===== src/rtl/cfpd_pkg.sv =====
// Shared constants, register indexes and helpers for the protection debounce block.
package cfpd_pkg;

  localparam int unsigned TIMER_BITS = 8;
  localparam int unsigned CFG_W      = 8;
  localparam int unsigned CFG_IDX_W  = 3;

  typedef logic [TIMER_BITS-1:0] timer_t;
  typedef logic [CFG_W-1:0]      cfg_t;

  typedef enum logic [CFG_IDX_W-1:0] {
    REG_CL_DEB   = 3'd0,
    REG_HR_CV    = 3'd1,
    REG_HR_CC    = 3'd2,
    REG_OFF_DEB  = 3'd3,
    REG_OTP_TRIP = 3'd4,
    REG_OTP_REL  = 3'd5,
    REG_OPT      = 3'd6
  } cfg_idx_e;

  localparam timer_t TimerZero = timer_t'(0);
  localparam timer_t TimerOne  = timer_t'(1);

  // Fit an 8-bit register value to the timer width
  function automatic timer_t to_timer(cfg_t v);
    logic [TIMER_BITS+CFG_W-1:0] ext;
    ext = {{TIMER_BITS{1'b0}}, v};
    return ext[TIMER_BITS-1:0];
  endfunction

endpackage


===== src/rtl/charger_fault_protection_debounce.sv =====
// Top level of the charger fault protection debounce block.
//
//   channel  | valid        | stall         | payload
//   ---------+--------------+---------------+----------------------------------
//   request  | in_valid_i   | in_stall_o    | func_i .. timer_step_i
//   result   | out_valid_o  | out_stall_i   | cl_limit_o .. otp_active_o
//   config   | cfg_we_i     | (none)        | cfg_idx_i, cfg_wdata_i
//
// One request per cycle unless stalled: the state update and the result are
// computed in the cycle of acceptance and reach the output register next cycle.
// A request is stalled only while a result is held and the result side stalls.
// Reset clears the debounce state; the fault-to-off timer comes up at one.
module charger_fault_protection_debounce (
  input  logic                        clk_i,
  input  logic                        rst_ni,
  input  logic                        cfg_we_i,
  input  logic [cfpd_pkg::CFG_IDX_W-1:0] cfg_idx_i,
  input  logic [cfpd_pkg::CFG_W-1:0]  cfg_wdata_i,
  input  logic                        in_valid_i,
  output logic                        in_stall_o,
  input  logic                        func_i,
  input  logic                        cl_val_i,
  input  logic                        ocp_en_i,
  input  logic                        ocp_val_i,
  input  logic                        under_2v8_i,
  input  logic [7:0]                  temp_code_i,
  input  logic                        scp_val_i,
  input  logic                        ovp_fault_i,
  input  logic                        uvp_val_i,
  input  logic                        pps_active_i,
  input  logic                        discharge_i,
  input  logic                        timer_step_i,
  output logic                        out_valid_o,
  input  logic                        out_stall_i,
  output logic                        cl_limit_o,
  output logic                        cl_changed_o,
  output logic                        fault_hard_reset_o,
  output logic                        fault_off_o,
  output logic                        vbus_off_now_o,
  output logic                        otp_active_o
);
  import cfpd_pkg::*;

  cfg_t       cl_deb_q, hr_cv_q, hr_cc_q, off_deb_q, otp_trip_q, otp_rel_q;
  logic [3:0] opt_q;

  logic   cl_sample_q, cl_status_q, hr_signal_q, otp_signal_q, hr_latched_q;
  logic   off_signal_q, off_latched_q;
  timer_t cl_timer_q, hr_timer_q, off_timer_q;

  logic   cl_sample_d, cl_status_d, hr_signal_d, otp_signal_d, hr_latched_d;
  logic   off_signal_d, off_latched_d;
  timer_t cl_timer_d, hr_timer_d, off_timer_d;
  logic   changed_d;

  logic   out_valid_q;
  logic   cl_limit_q, cl_changed_q, fault_hr_q, fault_off_q, vbus_off_q, otp_q;

  logic   in_acc;

  assign in_stall_o = out_valid_q && out_stall_i;
  assign in_acc     = in_valid_i && !in_stall_o;

  // Configuration registers
  always_ff @(posedge clk_i or negedge rst_ni) begin
    if (!rst_ni) begin
      cl_deb_q   <= 8'd16;
      hr_cv_q    <= 8'd32;
      hr_cc_q    <= 8'd32;
      off_deb_q  <= 8'd16;
      otp_trip_q <= 8'd64;
      otp_rel_q  <= 8'd80;
      opt_q      <= 4'hF;
    end else if (cfg_we_i) begin
      unique case (cfg_idx_i)
        REG_CL_DEB:   cl_deb_q   <= cfg_wdata_i;
        REG_HR_CV:    hr_cv_q    <= cfg_wdata_i;
        REG_HR_CC:    hr_cc_q    <= cfg_wdata_i;
        REG_OFF_DEB:  off_deb_q  <= cfg_wdata_i;
        REG_OTP_TRIP: otp_trip_q <= cfg_wdata_i;
        REG_OTP_REL:  otp_rel_q  <= cfg_wdata_i;
        REG_OPT:      opt_q      <= cfg_wdata_i[3:0];
        default:      ;
      endcase
    end
  end

  always_comb begin
    timer_t ld_cl, ld_cv, ld_cc, ld_off, mode_len, cl_dec;
    logic   fast_fault;
    ld_cl  = to_timer(cl_deb_q);
    ld_cv  = to_timer(hr_cv_q);
    ld_cc  = to_timer(hr_cc_q);
    ld_off = to_timer(off_deb_q);

    cl_sample_d   = cl_sample_q;
    cl_status_d   = cl_status_q;
    cl_timer_d    = cl_timer_q;
    hr_signal_d   = hr_signal_q;
    otp_signal_d  = otp_signal_q;
    hr_latched_d  = hr_latched_q;
    hr_timer_d    = hr_timer_q;
    off_signal_d  = off_signal_q;
    off_latched_d = off_latched_q;
    off_timer_d   = off_timer_q;
    changed_d     = 1'b0;
    mode_len      = ocp_en_i ? ld_cv : ld_cc;
    cl_dec        = cl_timer_q - TimerOne;
    fast_fault    = (opt_q[1] && scp_val_i) || (opt_q[2] && ovp_fault_i);

    if (func_i) begin
      off_timer_d   = ld_off;
      off_signal_d  = 1'b0;
      off_latched_d = 1'b1;
    end else begin
      // current limit: reload on a sample change, count down while stable
      cl_sample_d = cl_val_i;
      if (cl_sample_q == cl_val_i) begin
        if (cl_timer_q != TimerZero) begin
          cl_timer_d = cl_dec;
          if (cl_dec == TimerZero && cl_status_q != cl_val_i && !hr_latched_q) begin
            changed_d   = 1'b1;
            cl_status_d = cl_val_i;
            if (hr_timer_q != TimerZero) hr_timer_d = ld_cv;
          end
        end
      end else begin
        cl_timer_d = ld_cl;
      end

      // fault to hard reset
      if (timer_step_i) begin
        hr_signal_d = 1'b0;
      end else begin
        if (otp_signal_q && hr_latched_q) begin
          otp_signal_d = opt_q[0] && (temp_code_i <= otp_rel_q);
        end else begin
          otp_signal_d = opt_q[0] && (temp_code_i < otp_trip_q);
        end
        hr_signal_d = (ocp_en_i ? ocp_val_i : (under_2v8_i && cl_status_d)) || otp_signal_d;
      end
      if (hr_timer_d != TimerZero) begin
        if (ocp_en_i && discharge_i) begin
          hr_timer_d = ld_cv;
        end else if (hr_signal_d) begin
          hr_timer_d = hr_timer_d - TimerOne;
          if (hr_timer_d == TimerZero) hr_latched_d = 1'b1;
        end else if (hr_timer_d >= mode_len) begin
          hr_timer_d   = TimerZero;
          hr_latched_d = 1'b0;
        end else begin
          hr_timer_d = hr_timer_d + TimerOne;
        end
      end else if (hr_signal_q != hr_signal_d) begin
        hr_timer_d = hr_signal_d ? mode_len : TimerOne;
      end

      // fault to off: latch a rising fast fault at once, debounce the rest
      off_signal_d = (opt_q[3] && uvp_val_i && !pps_active_i) || fast_fault;
      if (off_signal_q == off_signal_d) begin
        if (off_timer_q != TimerZero) begin
          off_timer_d = off_timer_q - TimerOne;
          if (off_timer_d == TimerZero) off_latched_d = off_signal_d;
        end
      end else if (!fast_fault || off_latched_q) begin
        off_timer_d = ld_off;
      end else begin
        off_latched_d = off_signal_d;
      end
    end
  end

  always_ff @(posedge clk_i or negedge rst_ni) begin
    if (!rst_ni) begin
      cl_sample_q   <= 1'b0;
      cl_status_q   <= 1'b0;
      cl_timer_q    <= TimerZero;
      hr_signal_q   <= 1'b0;
      otp_signal_q  <= 1'b0;
      hr_latched_q  <= 1'b0;
      hr_timer_q    <= TimerZero;
      off_signal_q  <= 1'b0;
      off_latched_q <= 1'b0;
      off_timer_q   <= TimerOne;
    end else if (in_acc) begin
      cl_sample_q   <= cl_sample_d;
      cl_status_q   <= cl_status_d;
      cl_timer_q    <= cl_timer_d;
      hr_signal_q   <= hr_signal_d;
      otp_signal_q  <= otp_signal_d;
      hr_latched_q  <= hr_latched_d;
      hr_timer_q    <= hr_timer_d;
      off_signal_q  <= off_signal_d;
      off_latched_q <= off_latched_d;
      off_timer_q   <= off_timer_d;
    end
  end

  always_ff @(posedge clk_i or negedge rst_ni) begin
    if (!rst_ni) begin
      out_valid_q <= 1'b0;
    end else if (in_acc) begin
      out_valid_q <= 1'b1;
    end else if (!out_stall_i) begin
      out_valid_q <= 1'b0;
    end
  end

  // Result payload: load on every accepted request
  always_ff @(posedge clk_i) begin
    if (in_acc) begin
      cl_limit_q   <= cl_status_d;
      cl_changed_q <= changed_d;
      fault_hr_q   <= hr_latched_d;
      fault_off_q  <= off_latched_d;
      vbus_off_q   <= func_i;
      otp_q        <= otp_signal_d;
    end
  end

  assign out_valid_o        = out_valid_q;
  assign cl_limit_o         = cl_limit_q;
  assign cl_changed_o       = cl_changed_q;
  assign fault_hard_reset_o = fault_hr_q;
  assign fault_off_o        = fault_off_q;
  assign vbus_off_now_o     = vbus_off_q;
  assign otp_active_o       = otp_q;

endmodule


===== config.mk =====
export PLATFORM = sky130hd
export DESIGN_NAME = charger_fault_protection_debounce
export DESIGN_NICKNAME = d
export VERILOG_FILES = /design/src/rtl/cfpd_pkg.sv /design/src/rtl/charger_fault_protection_debounce.sv
export SDC_FILE = /design/constraint.sdc
export NUM_CORES = 1
export LEC_CHECK = 0
export ABC_AREA = 1
export BUFFER_PORTS_ARGS = -buffer_cell sky130_fd_sc_hd__clkbuf_2
export CORE_UTILIZATION = 25
export DETAILED_ROUTE_END_ITERATION = 7
export PLACE_DENSITY_LB_ADDON = 0.2
export SLEW_MARGIN = 20
export SYNTH_ARGS = -nofsm -noshare
export SYNTH_HDL_FRONTEND = slang
export SYNTH_SLANG_ARGS = --single-unit

===== constraint.sdc =====
create_clock -name clk_i -period 3.39 [get_ports clk_i]
set_input_delay 0 -clock clk_i [delete_from_list [all_inputs] [get_ports clk_i]]
set_output_delay 0 -clock clk_i [all_outputs]
set_load 0.01 [all_outputs]

-- After elaboration in Yosys (flattened, before gate mapping)
Cells that the tools add are included.
- bitwise logic cells: 3
- equal/unequal tests: 13
- reduce and logical (&&, ||, !) cells: 41
- magnitude comparators: 3
- add/sub/neg operators: 4
- multiplexer cells: 46
- operators with widths (cell ; count):
    8-bit 2-to-1 mux ; 18
    8-bit nonzero test ; 4
    1-bit 2-to-1 mux ; 28
    8-bit logical NOT ; 3
    8-bit by 1-bit subtractor with 8-bit output (second input constant) ; 3
    2-bit AND reduction ; 8
    1-bit logical AND ; 13
    3-bit == test (second input constant) ; 3
    8-bit by 1-bit adder with 8-bit output (second input constant) ; 1
    8-bit >= comparator ; 1
    8-bit <= comparator ; 1
    8-bit < comparator ; 1
    3-bit by 2-bit == test with 1-bit output (second input constant) ; 2
    3-bit AND reduction ; 2
    1-bit logical NOT ; 4
    1-bit logical OR ; 4
    2-bit by 1-bit != test with 1-bit output (second input constant) ; 2
    3-bit by 1-bit == test with 1-bit output (second input constant) ; 1
    3-bit logical NOT ; 1
    3-bit by 2-bit != test with 1-bit output (second input constant) ; 1
    1-bit NOT ; 3
    3-bit nonzero test ; 1
    3-bit OR reduction ; 1
    1-bit == test ; 2
    1-bit != test ; 2
- logic and storage cells: 134
- output and inout bits: 8
- flip-flop bits (word level): 90
- bits of input ports: 35

-- Depth between registers and ports, before layout
Gate-level depths: netlist of run 1.
- depth in word-level cells: 17
- mapped depth: 27
- mapped depth without buffers: 26

-- Worst setup path after synthesis of run 1
OpenSTA, ideal clock, no wires.
- path kind: register to register
- start point: reg cl_timer_q[0]
- end point: reg hr_timer_q[5]
- data arrival time: 3120 ps
- period minus slack after synthesis: 3186 ps
- data required time: 3325 ps
- buffers on the path: 1
- setup time: 65 ps
- cell stages (with the launch flop): 24
- slack: 204 ps
- cells stage by stage: dfrtp_1 -> inv_2 -> ha_1 -> xor2_1 -> nor2_1 -> nand3_2 -> nor2_2 -> nand3_2 -> buf_6 -> nand2_4 -> nand2_4 -> ha_1 -> a21oi_1 -> nor2_1 -> a211oi_1 -> and3_1 -> inv_1 -> a21oi_1 -> nand3_1 -> o21ai_1 -> nand2_1 -> nand2_1 -> nand2_1 -> nand2_1
- cells in the longest elaborated chain, start to end: 16
- elaborated cells on any way between the ends: 29
- classes of those cells: add/sub: 3; order compare: 1; eq/ne: 1; mux: 17; reduce/logical: 7
- ends and longest elaborated chain (what ; RTL line ; RTL):
    start, declared ; charger_fault_protection_debounce.sv:49 ; timer_t cl_timer_q, hr_timer_q, off_timer_q;
    start signal, assigned ; charger_fault_protection_debounce.sv:177 ; cl_timer_q <= TimerZero;
    start signal, assigned ; charger_fault_protection_debounce.sv:188 ; cl_timer_q <= cl_timer_d;
    branches (longest 15 deep; another with 8-bit by 1-bit subtractor with 8-bit output) ; n/a ;
    8-bit 2-to-1 mux * ; charger_fault_protection_debounce.sv:142 ; if (hr_timer_d != TimerZero) begin
    end signal, assigned ; charger_fault_protection_debounce.sv:181 ; hr_timer_q <= TimerZero;
    end signal, assigned ; charger_fault_protection_debounce.sv:192 ; hr_timer_q <= hr_timer_d;
    end, declared ; charger_fault_protection_debounce.sv:49 ;
Mark *: on every way between the ends. The select of a mux whose other input is x is not followed.
A chain may end at the register's enable or synchronous reset.

-- Final worst setup path of run 1
- start point: reg cl_timer_q[1]
- end point: reg fault_hr_q (netlist: fault_hard_reset_o) (data pin)
- cells in the longest elaborated chain, start to end: 17
- elaborated cells on any way between the ends: 28
- classes of those cells: add/sub: 2; order compare: 1; mux: 17; reduce/logical: 8
- ends and longest elaborated chain (what ; RTL line ; RTL):
    branches (longest 15 deep; another with 8-bit by 1-bit subtractor with 8-bit output) ; n/a ;
    1-bit 2-to-1 mux * ; charger_fault_protection_debounce.sv:142 ;
    1-bit 2-to-1 mux * ; charger_fault_protection_debounce.sv:111 ; if (func_i) begin
    net hr_latched_d ; charger_fault_protection_debounce.sv:51 ; logic cl_sample_d, cl_status_d, hr_signal_d, otp_signal_d, hr_latched_d;
    end signal, assigned ; charger_fault_protection_debounce.sv:214 ; fault_hr_q <= hr_latched_d;
    end, declared ; charger_fault_protection_debounce.sv:57 ; logic cl_limit_q, cl_changed_q, fault_hr_q, fault_off_q, vbus_off_q, otp_q;
Mark *: on every way through the listed nets, which the timed path passes. The select of a mux whose other input is x is not followed.

==> results of run 1 <==
[kinds of logic after synthesis]
logic type	Yosys count	synth area share (%)
AND/OR/NAND/NOR	355	28.3
XOR/XNOR	13	2.01
flip-flops	90	40.5
AO/OA/AOI/OAI	149	14.1
buffers and inverters	110	7.77
adder cells (fa/ha/maj)	33	7.28
[final cells by class]
class	count	area [µm²]	share of cell area (%)
timing repair buffer	79	551	7.96
multi-input combinational	550	3050	44.2
clock inverter	7	73.8	1.07
sequential	90	2300	33.2
inverter	94	362	5.23
tap	280	350	5.07
clock buffer	9	225	3.26
[cells in the final DEF, fill, tap and decap left out, drive strengths merged, types with 7 or more instances in the layout]
| cell | count |
|---|---|
| nand2 | 236 |
| o21ai | 98 |
| inv | 92 |
| dfrtp | 72 |
| nor2 | 57 |
| clkbuf | 51 |
| nand3 | 36 |
| buf | 33 |
| ha | 33 |
| a21oi | 30 |
| nand4 | 15 |
| dfstp | 12 |
| xor2 | 11 |
| a31oi | 7 |
| nor3 | 7 |
| clkinv | 7 |
[cells in the mapped netlist, types with 2 or more instances]
master and instances:
a21oi_1 30, a31oi_1 7, buf_6 3, clkbuf_1 13, clkinv_1 3, clkinv_2 2
dfrtp_1 72, dfstp_2 12, edfxtp_1 6, ha_1 33, inv_1 82, inv_2 6
nand2_1 217, nand2_2 11, nand2_4 8, nand3_1 32, nand3_2 4, nand4_1 15
nor2_1 49, nor2_2 5, nor2_4 3, nor3_1 4, nor3_4 2, o211ai_1 4
o21a_1 2, o21ai_0 92, o21ai_1 3, o21ai_2 3, o22ai_1 5, xnor2_1 2
xor2_1 11
[per-layer routing]
metal  wire [µm]  GRT usage, %
met5           0             0
met2        7060          21.1
met3         660          3.21
met1        8140          20.9
met4         197          3.61
[final timing paths]
kind	to	startpoint	cells after the start	slack, ns
max	fault_hard_reset_o	cl_timer_q[1]	23	0.18
min	vbus_off_now_o	func_i	2	0.02
max reg2reg	fault_hard_reset_o	cl_timer_q[1]	23	0.18
min reg2reg	hr_cc_q[2]	hr_cc_q[2]	2	0.48
max in group asynchronous	cl_timer_q[0]	rst_ni	3	2.48
min in group asynchronous	off_timer_q[1]	rst_ni	2	0.08
[repair_timing]
| item | 4_1_cts | 5_1_grt |
|---|---|---|
| endpoints found under the setup margin | 1 | 9 |
| buffers inserted | 0 | 9 |
| hold endpoints to repair | 41 | 0 |
| pin swaps | 0 | 16 |
| cloned | 0 | 1 |
| hold buffers | 4 | 0 |
| resized for setup | 1 | 30 |
[registers in the layout (all words and copies together) (netlist names), 4 cells and up]
register     flops
cl_deb_q         8
opt_q            4
off_deb_q        8
hr_cc_q          8
hr_cv_q          8
otp_rel_q        8
otp_trip_q       8
off_timer_q      8
cl_timer_q       8
hr_timer_q       8
[power by group through the flow]
| stage | clock network, µW | registers, µW | logic [µW] |
|---|---|---|---|
| 5_1_grt | 1120 | 1600 | 2410 |
| 3_3_place_gp | 0 | 1580 | 1940 |
| 4_1_cts | 1080 | 1560 | 1940 |
| 2_1_floorplan | 0 | 1520 | 1390 |
| 6_report | 1040 | 1560 | 2120 |
| 3_5_place_dp | 0 | 1580 | 1920 |
[per-stage QoR]
step	instances	hold WS, ns	setup slack, ns	cell area [µm²]
after floorplan	750	-0.296	0.204	5670
after global placement	1079	-0.0693	0.0677	6330
after detailed placement	1079	-0.0717	0.0463	6330
after CTS	1099	0.0109	0.0984	6680
after global routing	1109	0.0348	-0.0337	6910
final	1109	0.0212	0.178	6910
==> metrics.cfg, run 1 <==
[run_status]
status=finished with violations
violations=DRC

[synth]
synth_edf_count=6
ys_ff_latch=90
yosysTopAreaCell=dfrtp_1
syn-cell-area_mm2=0.00567
ys_seq_area_share_pct=40.5
synth_nets=818
synth_cells=750
synth.area.top_cells=dfrtp_1, nand2_1, o21ai_0
syn_area_per_cell_um2=7.56
ys.flop_type=dfrtp_1
synthArstFlopShare_pct=93.3
yosys_warnings=0
ys_types=40
synth_top_area_share_pct=31.8

[route]
route.detailed.drc=3
wl_per_cell_um=14.5
vias=5016
firstDrtPassIters=8
postRouteWirelength_um=16100
ant_nets=0
viasPerCell=4.52
initialDrtViolationCount=334

[worst_setup_path]
worstSetupPathType=reg2reg
cp.arrival_ns=3.32
cp-end-kind=flop
crit_slowest_cell=dfrtp_1
crit_path_frequent_cell=nand2_1
path_cells=inv_2, ha_4, inv_1, nor2_1, nand3_1, nor2_1, nand3_2, nor2_4, nand3_4, buf_12, buf_4, nand2_4, nand2_4, ha_1, nand2_1, o21ai_1, nand2_1, and3_4, buf_4, nor2_4, nand4_1, nand2_1, o21ai_2
cp.required_ns=3.50
critPathMaxFanout=6
critPathLaunchType=flop
cpLargestDelayFamily=simple AND/OR/NAND/NOR gates
crit_buf_inv=5
slowest_delay_ns=0.40

[floorplanning]
initial_core_util_pct=25.7
ios=43
num_rows=54
die-area_mm2=0.0233
die_h_um=153
coreArea_mm2=0.0220
die_w_um=153

[min_path]
min_path_type=in2reg

[clock_tree]
cts_tree=yes
cts-root-buf=clkbuf_16
cts_max_level=3
clock-sinks=90
clk_path_buf_depth=2
clk_pin_slew_ns=0.07
clk_latency_ns=0.35
cts_buffers=9

[place]
port_buffers=42
hpwl_um=12100
routabilityCongestion=0.873

[power_and_ir_drop]
pwr-share-comb_pct=44.8
powerDensity_mw_per_mm2=682
p_clk_share_pct=22.1
power.total_uw=4720
power.internal_uw=2770
p_seq_share_pct=33.1
swShare_pct=41.2
ir_drop_v=0.000242
p_leak_uw=0.00332
power.switching_uw=1950

[grt]
antenna_found_initial=0
grt_pass1_vias=4737
grt_pass1_wl_um=26200
grt_max_degree=37
grt_overflow=0
grtUsageTotal_pct=14.3

[finish]
fin_nets=892
fill_cells=2398
drive_above_1_share_pct=20.4
fin_util_pct=31.4
antenna_cells=0
syn_to_final_growth_pct=22.0

[sta]
worst_slew_pin_slew_ns=0.604
period_minus_slack_ns=3.21
finalCritPeriodShare_pct=94.8
clock_skew_ns=0.00783
maxSlewViolCount=0
final-setup-viol-count=0
final_hold_viol_count=0
slew_headroom_pct=59.3
timing.fmax_ghz=0.311
setup_tns_ns=0

[job]
cap_violations=0

Note: power is estimated with default switching activity, not from simulation.
==> inputs of run 2 (changes only) <==
--- a/config.mk
+++ b/config.mk
@@ -5,7 +5,7 @@
 export SDC_FILE = /design/constraint.sdc
 export NUM_CORES = 1
 export LEC_CHECK = 0
-export ABC_AREA = 1
+export ABC_AREA = 0
 export BUFFER_PORTS_ARGS = -buffer_cell sky130_fd_sc_hd__clkbuf_2
 export CORE_UTILIZATION = 25
 export DETAILED_ROUTE_END_ITERATION = 7
==> metrics.cfg, run 2 <==
[synth]
yosysMostFrequentCell=dfrtp_1  ; was nand2_1
synth_edf_count=6  ; unchanged
yosys_warnings=0  ; unchanged
synth_fa_ha_area_share_pct=6.95  ; was 7.28%
ys_seq_area_share_pct=38.7  ; was 40.5%
muxShareOfSynthArea_pct=13.3  ; was 0%
synthArstFlopShare_pct=93.3  ; unchanged
ys_types=71  ; was 40
synth_nets=698  ; was 818
ys.flop_type=dfrtp_1  ; unchanged
ys_ff_latch=90  ; unchanged
yosysTopAreaCell=dfrtp_1  ; unchanged
synth_top_area_share_pct=30.3  ; was 31.8%
yosys.area_share.simple_pct=17.3  ; was 28.3%
synth_cells=630  ; was 750
synth_top_family_by_area=simple AND/OR/NAND/NOR gates  ; unchanged
synth-xor-area-share_pct=2.06  ; was 2.01%
synth.area.top_cells=dfrtp_1, mux2_2, ha_1  ; was dfrtp_1, nand2_1, o21ai_0
syn_area_per_cell_um2=9.43  ; was 7.56 µm²
synth_compound_area_share_pct=16.8  ; was 14.1%
syn-cell-area_mm2=0.00594  ; was 0.00567 mm²
synthTopCellsByCount=dfrtp_1, o21ai_0, mux2_2, nand2_1, nor2_1  ; was nand2_1, o21ai_0, inv_1, dfrtp_1, nor2_1

[clock_tree]
cts_tree=yes  ; unchanged
clock-sinks=90  ; unchanged
cts_buffers=9  ; unchanged
clk_path_buf_depth=2  ; unchanged
clk_latency_ns=0.36  ; was 0.35 ns
cts_max_level=3  ; unchanged
cts-root-buf=clkbuf_16  ; unchanged
clk_pin_slew_ns=0.07  ; about the same

[worst_setup_path]
critPathLaunchType=flop  ; unchanged
worstSetupPathType=reg2reg  ; unchanged
cp.required_ns=3.65  ; was 3.50 ns
crit_slowest_cell=or3_4  ; was dfrtp_1
cp-end-kind=flop  ; unchanged
slowest_delay_ns=0.48  ; was 0.40 ns
path_cells=inv_2, ha_4, or2b_4, nor4b_4, a211oi_2, or3_4, buf_6, o21a_1, inv_2, ha_1, and3_4, a21oi_2, o21ai_2, o41a_1, buf_4, buf_4, buf_6, nor2_4, a221oi_4, a311oi_2  ; was inv_2, ha_4, inv_1, nor2_1, nand3_1, nor2_1, nand3_2, nor2_4, nand3_4, buf_12, buf_4, nand2_4, nand2_4, ha_1, nand2_1, o21ai_1, nand2_1, and3_4, buf_4, nor2_4, nand4_1, nand2_1, o21ai_2
cp.arrival_ns=4.45  ; was 3.32 ns
crit_buf_inv=6  ; was 5
critPathMaxFanout=7  ; was 6
cpLargestDelayFamily=simple AND/OR/NAND/NOR gates  ; unchanged

[run_status]
status=finished with violations  ; unchanged
violations=setup timing  ; was DRC

[route]
initialDrtViolationCount=282  ; was 334
postRouteWirelength_um=18100  ; was 16100 µm
ant_nets=0  ; unchanged
wl_per_cell_um=16.6  ; was 14.5 µm
firstDrtPassIters=5  ; was 8
viasPerCell=4.83  ; was 4.52
route.detailed.drc=0  ; was 3
vias=5287  ; was 5016

[place]
routabilityCongestion=0.982  ; was 0.873
port_buffers=42  ; unchanged
post_dp_cell_area_mm2=0.00722  ; was 0.00633 mm²
hpwl_um=13700  ; was 12100 µm

[grt]
grtUsageTotal_pct=15.8  ; was 14.3%
grt_pass1_wl_um=29400  ; was 26200 µm
antenna_found_initial=0  ; unchanged
grt_max_degree=68  ; was 37
grt_pass1_vias=5450  ; was 4737
grt_overflow=0  ; unchanged

[power_and_ir_drop]
power.total_uw=5610  ; was 4720 µW
p_leak_uw=0.00343  ; was 0.00332 µW
powerDensity_mw_per_mm2=705  ; was 682 mW/mm²
ir_drop_v=0.000230  ; was 0.000242 V

[min_path]
min_path_type=in2reg  ; unchanged

[sta]
period_minus_slack_ns=4.20  ; was 3.21 ns
final-setup-viol-count=10  ; was 0
worst_slew_pin_slew_ns=1.02  ; was 0.604 ns
timing.final.ws_setup_ns=-0.809  ; was 0.178 ns
rsz0062_at_grt=true
slew_headroom_pct=31.4  ; was 59.3%
final_hold_viol_count=0  ; unchanged
maxSlewViolCount=0  ; unchanged
clock_skew_ns=0.0119  ; was 0.00783 ns
finalCritPeriodShare_pct=124  ; was 94.8%
timing.fmax_ghz=0.238  ; was 0.311 GHz

[floorplanning]
die_h_um=156  ; was 153 µm
coreArea_mm2=0.0234  ; was 0.0220 mm²
die-area_mm2=0.0244  ; was 0.0233 mm²
num_rows=56  ; was 54
initial_core_util_pct=25.4  ; was 25.7%
die_w_um=156  ; was 153 µm
ios=43  ; unchanged

[finish]
final_common_cell=buf_4  ; was nand2_1
drive_above_1_share_pct=37.7  ; was 20.4%
antenna_cells=0  ; unchanged
design_area_mm2=0.00795  ; was 0.00691 mm²
fin_nets=838  ; was 892
mostFrequentLayoutCells=buf_4, dfrtp_1, mux2_2, nand2_1, o21ai_0  ; was nand2_1, o21ai_0, inv_1, dfrtp_1, nor2_1
fill_cells=2456  ; was 2398
syn_to_final_growth_pct=33.8  ; was 22.0%

[job]
cap_violations=0  ; unchanged

==> run 2: report_power, final <==
group	internal [µW]	switching (µW)
combinational	1400	1420
sequential	1400	237
clock	663	483
total	3460	2140
==> run 2: cell families after synthesis <==
kind of cell | count (synthesis)
XOR/XNOR | 14
flip-flops | 90
multiplexers | 72
AND/OR/NAND/NOR | 201
buffers and inverters | 65
adder cells (fa/ha/maj) | 33
AO/OA/AOI/OAI | 155
==> run 2: worst register-to-register path, stage by stage, from the launching register on <==
cell	delay, ns
dfrtp_1	0.41
inv_2	0.10
ha_4	0.19
or2b_4	0.29
nor4b_4	0.26
a211oi_2	0.07
or3_4	0.48
buf_6	0.16
o21a_1	0.20
inv_2	0.06
ha_1	0.25
and3_4	0.16
a21oi_2	0.11
o21ai_2	0.07
o41a_1	0.42
buf_4	0.16
buf_4	0.13
buf_6	0.12
nor2_4	0.09
a221oi_4	0.08
a311oi_2	0.29
==> run 2: metal layers <==
metal  global-route usage [%]  wire length [µm]  vias up
li1                         -                 -     2584
met1                     20.5              8600     2581
met2                     26.6              8640       95
met3                     2.03               441       27
met4                     6.49               469        0
met5                        0                 0        -
==> run 2: stage by stage <==
step / std cells / TNS, ns / hold WS, ns / setup WS (ns) / util (%)
after detailed placement: 1056 / -7.10 / 0.178 / -0.892 / 30.8
after floorplan: 630 / -4.57 / -0.296 / -0.654 / -
final: 1094 / -7.07 / 0.0177 / -0.809 / 34.0
after global placement: 1056 / -6.38 / 0.171 / -0.792 / 30.8
after global routing: 1094 / -8.73 / 0.0271 / -0.941 / 34.0
after CTS: 1089 / -6.27 / 0.0122 / -0.751 / 33.4
==> run 2: cell type report <==
class                   count  area, µm²  area share [%]
clock buffers               9        225            2.83
multi-input cells         475       3670            46.2
flip-flops and latches     90       2300            28.9
clock inverters             7        108            1.35
repair buffers            158       1110            14.0
inverters                  36        138            1.73
well taps                 319        399            5.02
==> run 2: path summary, 6_finish.rpt <==
check | start | to | slack, ns | cells after the start
worst max-delay path | cl_timer_q[0] | hr_timer_q[6] | -0.81 | 20
worst min-delay path | cfg_wdata_i[5] | otp_trip_q[5] | 0.02 | 3
worst max register to register | cl_timer_q[0] | hr_timer_q[6] | -0.81 | 20
worst min register to register | off_deb_q[0] | off_timer_q[0] | 0.50 | 2
max in group asynchronous | rst_ni | cl_deb_q[4] | 2.23 | 3
min in group asynchronous | rst_ni | off_timer_q[7] | 0.29 | 2
==> run 2: timing repair <==
action                     CTS  global route
setup buffers               12             6
pin swaps                   20            18
resized for setup           26            17
hold buffers                 5             0
cloned                       0             0
setup endpoints to repair   10            10
hold endpoints to repair    58             0
==> inputs of run 3 (changes only) <==
--- a/config.mk
+++ b/config.mk
@@ -7,6 +7,8 @@
 export LEC_CHECK = 0
 export ABC_AREA = 0
 export BUFFER_PORTS_ARGS = -buffer_cell sky130_fd_sc_hd__clkbuf_2
+export CELL_PAD_IN_SITES_DETAIL_PLACEMENT = 2
+export CELL_PAD_IN_SITES_GLOBAL_PLACEMENT = 2
 export CORE_UTILIZATION = 25
 export DETAILED_ROUTE_END_ITERATION = 7
 export PLACE_DENSITY_LB_ADDON = 0.2
==> metrics.cfg, run 3 (synthesized netlist as in run 2, its figures left out) <==
[run_status]
status=finished with violations  ; unchanged
violations=setup timing  ; unchanged

[sta]
slew_headroom_pct=31.8  ; was 31.4%
finalCritPeriodShare_pct=127  ; was 124%
maxSlewViolCount=0  ; unchanged
timing.fmax_ghz=0.233  ; was 0.238 GHz
final-setup-viol-count=10  ; unchanged
period_minus_slack_ns=4.29  ; was 4.20 ns
worst_slew_pin_slew_ns=1.02  ; about the same
final_hold_viol_count=0  ; unchanged
rsz0062_at_grt=true  ; unchanged
timing.final.ws_setup_ns=-0.904  ; was -0.809 ns
clock_skew_ns=0.00669  ; was 0.0119 ns
whs_ns=0.00292  ; was 0.0177 ns

[grt]
grt_pass1_vias=6018  ; was 5450
grt_max_degree=45  ; was 68
use_met2_pct=33.0  ; was 26.6%
grt_use_met1_pct=25.4  ; was 20.5%
antenna_found_initial=0  ; unchanged
grt.busiest_layer=met2  ; unchanged
grtUsageTotal_pct=19.4  ; was 15.8%
use_met3_pct=2.08  ; was 2.03%
grt_overflow=0  ; unchanged
grt_pass1_wl_um=35500  ; was 29400 µm

[min_path]
min_path_type=in2reg  ; unchanged
whs_endpoint=otp_trip_q[4]  ; was otp_trip_q[5]
min_from=cfg_wdata_i[4]  ; was cfg_wdata_i[5]
worstHoldPathCells=3  ; unchanged

[power_and_ir_drop]
powerDensity_mw_per_mm2=722  ; was 705 mW/mm²
swShare_pct=41.6  ; was 38.2%
power.switching_uw=2390  ; was 2140 µW
p_seq_share_pct=29.0  ; was 29.1%
power.internal_uw=3340  ; was 3460 µW
p_leak_uw=0.00340  ; was 0.00343 µW
ir_drop_v=0.000303  ; was 0.000230 V
pwr-share-comb_pct=52.3  ; was 50.4%
p_clk_share_pct=18.7  ; was 20.4%

[job]
cap_violations=0  ; unchanged

[route]
firstDrtPassIters=4  ; was 5
initialDrtViolationCount=142  ; was 282
ant_nets=0  ; unchanged
route.detailed.drc=0  ; unchanged
viasPerCell=5.01  ; was 4.83
wl_per_cell_um=20.7  ; was 16.6 µm
postRouteWirelength_um=22500  ; was 18100 µm
vias=5460  ; was 5287

[floorplanning]
die_w_um=156  ; unchanged
die-area_mm2=0.0244  ; unchanged
coreArea_mm2=0.0234  ; unchanged
initial_core_util_pct=25.4  ; unchanged
ios=43  ; unchanged
num_rows=56  ; unchanged
die_h_um=156  ; unchanged

[worst_setup_path]
reg2reg_slack_ns=-0.90  ; was -0.81 ns
rr_endpoint=hr_timer_q[1]  ; was hr_timer_q[6]
critPathLaunchType=flop  ; unchanged
cp.required_ns=3.69  ; was 3.65 ns
cp.arrival_ns=4.59  ; was 4.45 ns
worstSetupPathType=reg2reg  ; unchanged
reg2regPathDepth=18  ; was 20
critPathMaxFanout=7  ; unchanged
r2r_start=cl_timer_q[0]  ; unchanged
cp-end-kind=flop  ; unchanged

[place]
hpwl_um=17200  ; was 13700 µm
routabilityCongestion=0.875  ; was 0.982
post_dp_cell_area_mm2=0.00722  ; about the same
port_buffers=42  ; unchanged

[clock_tree]
clk_latency_ns=0.36  ; about the same
cts_tree=yes  ; unchanged
cts_buffers=9  ; unchanged
cts_max_level=3  ; unchanged
cts-root-buf=clkbuf_16  ; unchanged
clk_path_buf_depth=2  ; unchanged
clk_pin_slew_ns=0.08  ; was 0.07 ns
clock-sinks=90  ; unchanged

[finish]
final_common_cell=buf_4  ; unchanged
antenna_cells=0  ; unchanged
design_area_mm2=0.00794  ; was 0.00795 mm²
drive_above_1_share_pct=37.6  ; was 37.7%
mostFrequentLayoutCells=buf_4, dfrtp_1, mux2_2, nand2_1, o21ai_0  ; unchanged
syn_to_final_growth_pct=33.6  ; was 33.8%
fin_nets=834  ; was 838

==> run 3: through the flow <==
stage / total power, µW / setup WS, ns / setup TNS [ns] / instances / util (%)
global route: 6110 / -1.06 / -9.10 / 1090 / 33.9
global placement: 4210 / -0.723 / -6.05 / 1053 / 30.8
floorplan: 3120 / -0.654 / -4.57 / 630 / -
finish: 5730 / -0.904 / -7.50 / 1090 / 33.9
detailed placement: 4310 / -0.925 / -7.64 / 1053 / 30.8
CTS: 5640 / -0.846 / -6.59 / 1084 / 33.4
==> run 3: final cells by class <==
type / count / area, µm²
Clock inverter: 7 / 73.8
Fill cell: 2607 / 15500
Inverter: 36 / 138
Timing Repair Buffer: 154 / 1100
Clock buffer: 9 / 225
Multi-Input combinational cell: 475 / 3710
Tap cell: 319 / 399
Sequential cell: 90 / 2300
==> run 3: what timing repair did <==
action	CTS	global route
endpoints found under the hold margin	40	0
gates resized for setup	31	12
pin swaps	21	17
hold buffers	5	0
setup buffers	10	6
setup endpoints to repair	10	10
==> run 3: worst max path at each step <==
stage	from	end	slack, ns
after floorplan	cl_timer_q[0]	hr_timer_q[1]	-0.65
after global placement	cl_timer_q[0]	hr_timer_q[4]	-0.72
after detailed placement	cl_timer_q[0]	hr_timer_q[4]	-0.92
after CTS	cl_timer_q[0]	hr_timer_q[3]	-0.85
after global routing	cl_timer_q[0]	hr_timer_q[3]	-1.06
final	cl_timer_q[0]	hr_timer_q[1]	-0.90
==> run 3: power by group through the flow <==
stage	Sequential [µW]	Combinational, µW	Clock [µW]
after detailed placement	1690	2620	0
after CTS	1670	2870	1100
after global routing	1710	3260	1140
after floorplan	1620	1500	0
final	1660	3000	1070
after global placement	1660	2550	0
==> run 3: worst max-delay path: stages, from the launching register on <==
cell and delay [ns]:
dfrtp_1 0.43, inv_2 0.10, ha_4 0.16, or3b_4 0.24
o21ai_2 0.06, or3_4 0.37, or3_4 0.40, buf_12 0.16
buf_12 0.13, o21ai_4 0.18, ha_4 0.24, and3_1 0.19
a21oi_2 0.13, o21ai_2 0.07, o41a_1 0.44, buf_4 0.17
or3_4 0.35, a311o_1 0.31, nand3_1 0.09
==> run 3: per-layer routing <==
metal,up-vias,routed length [µm]
li1,2575,-
met4,0,486
met2,76,11100
met1,2785,10300
met3,24,629
met5,-,0
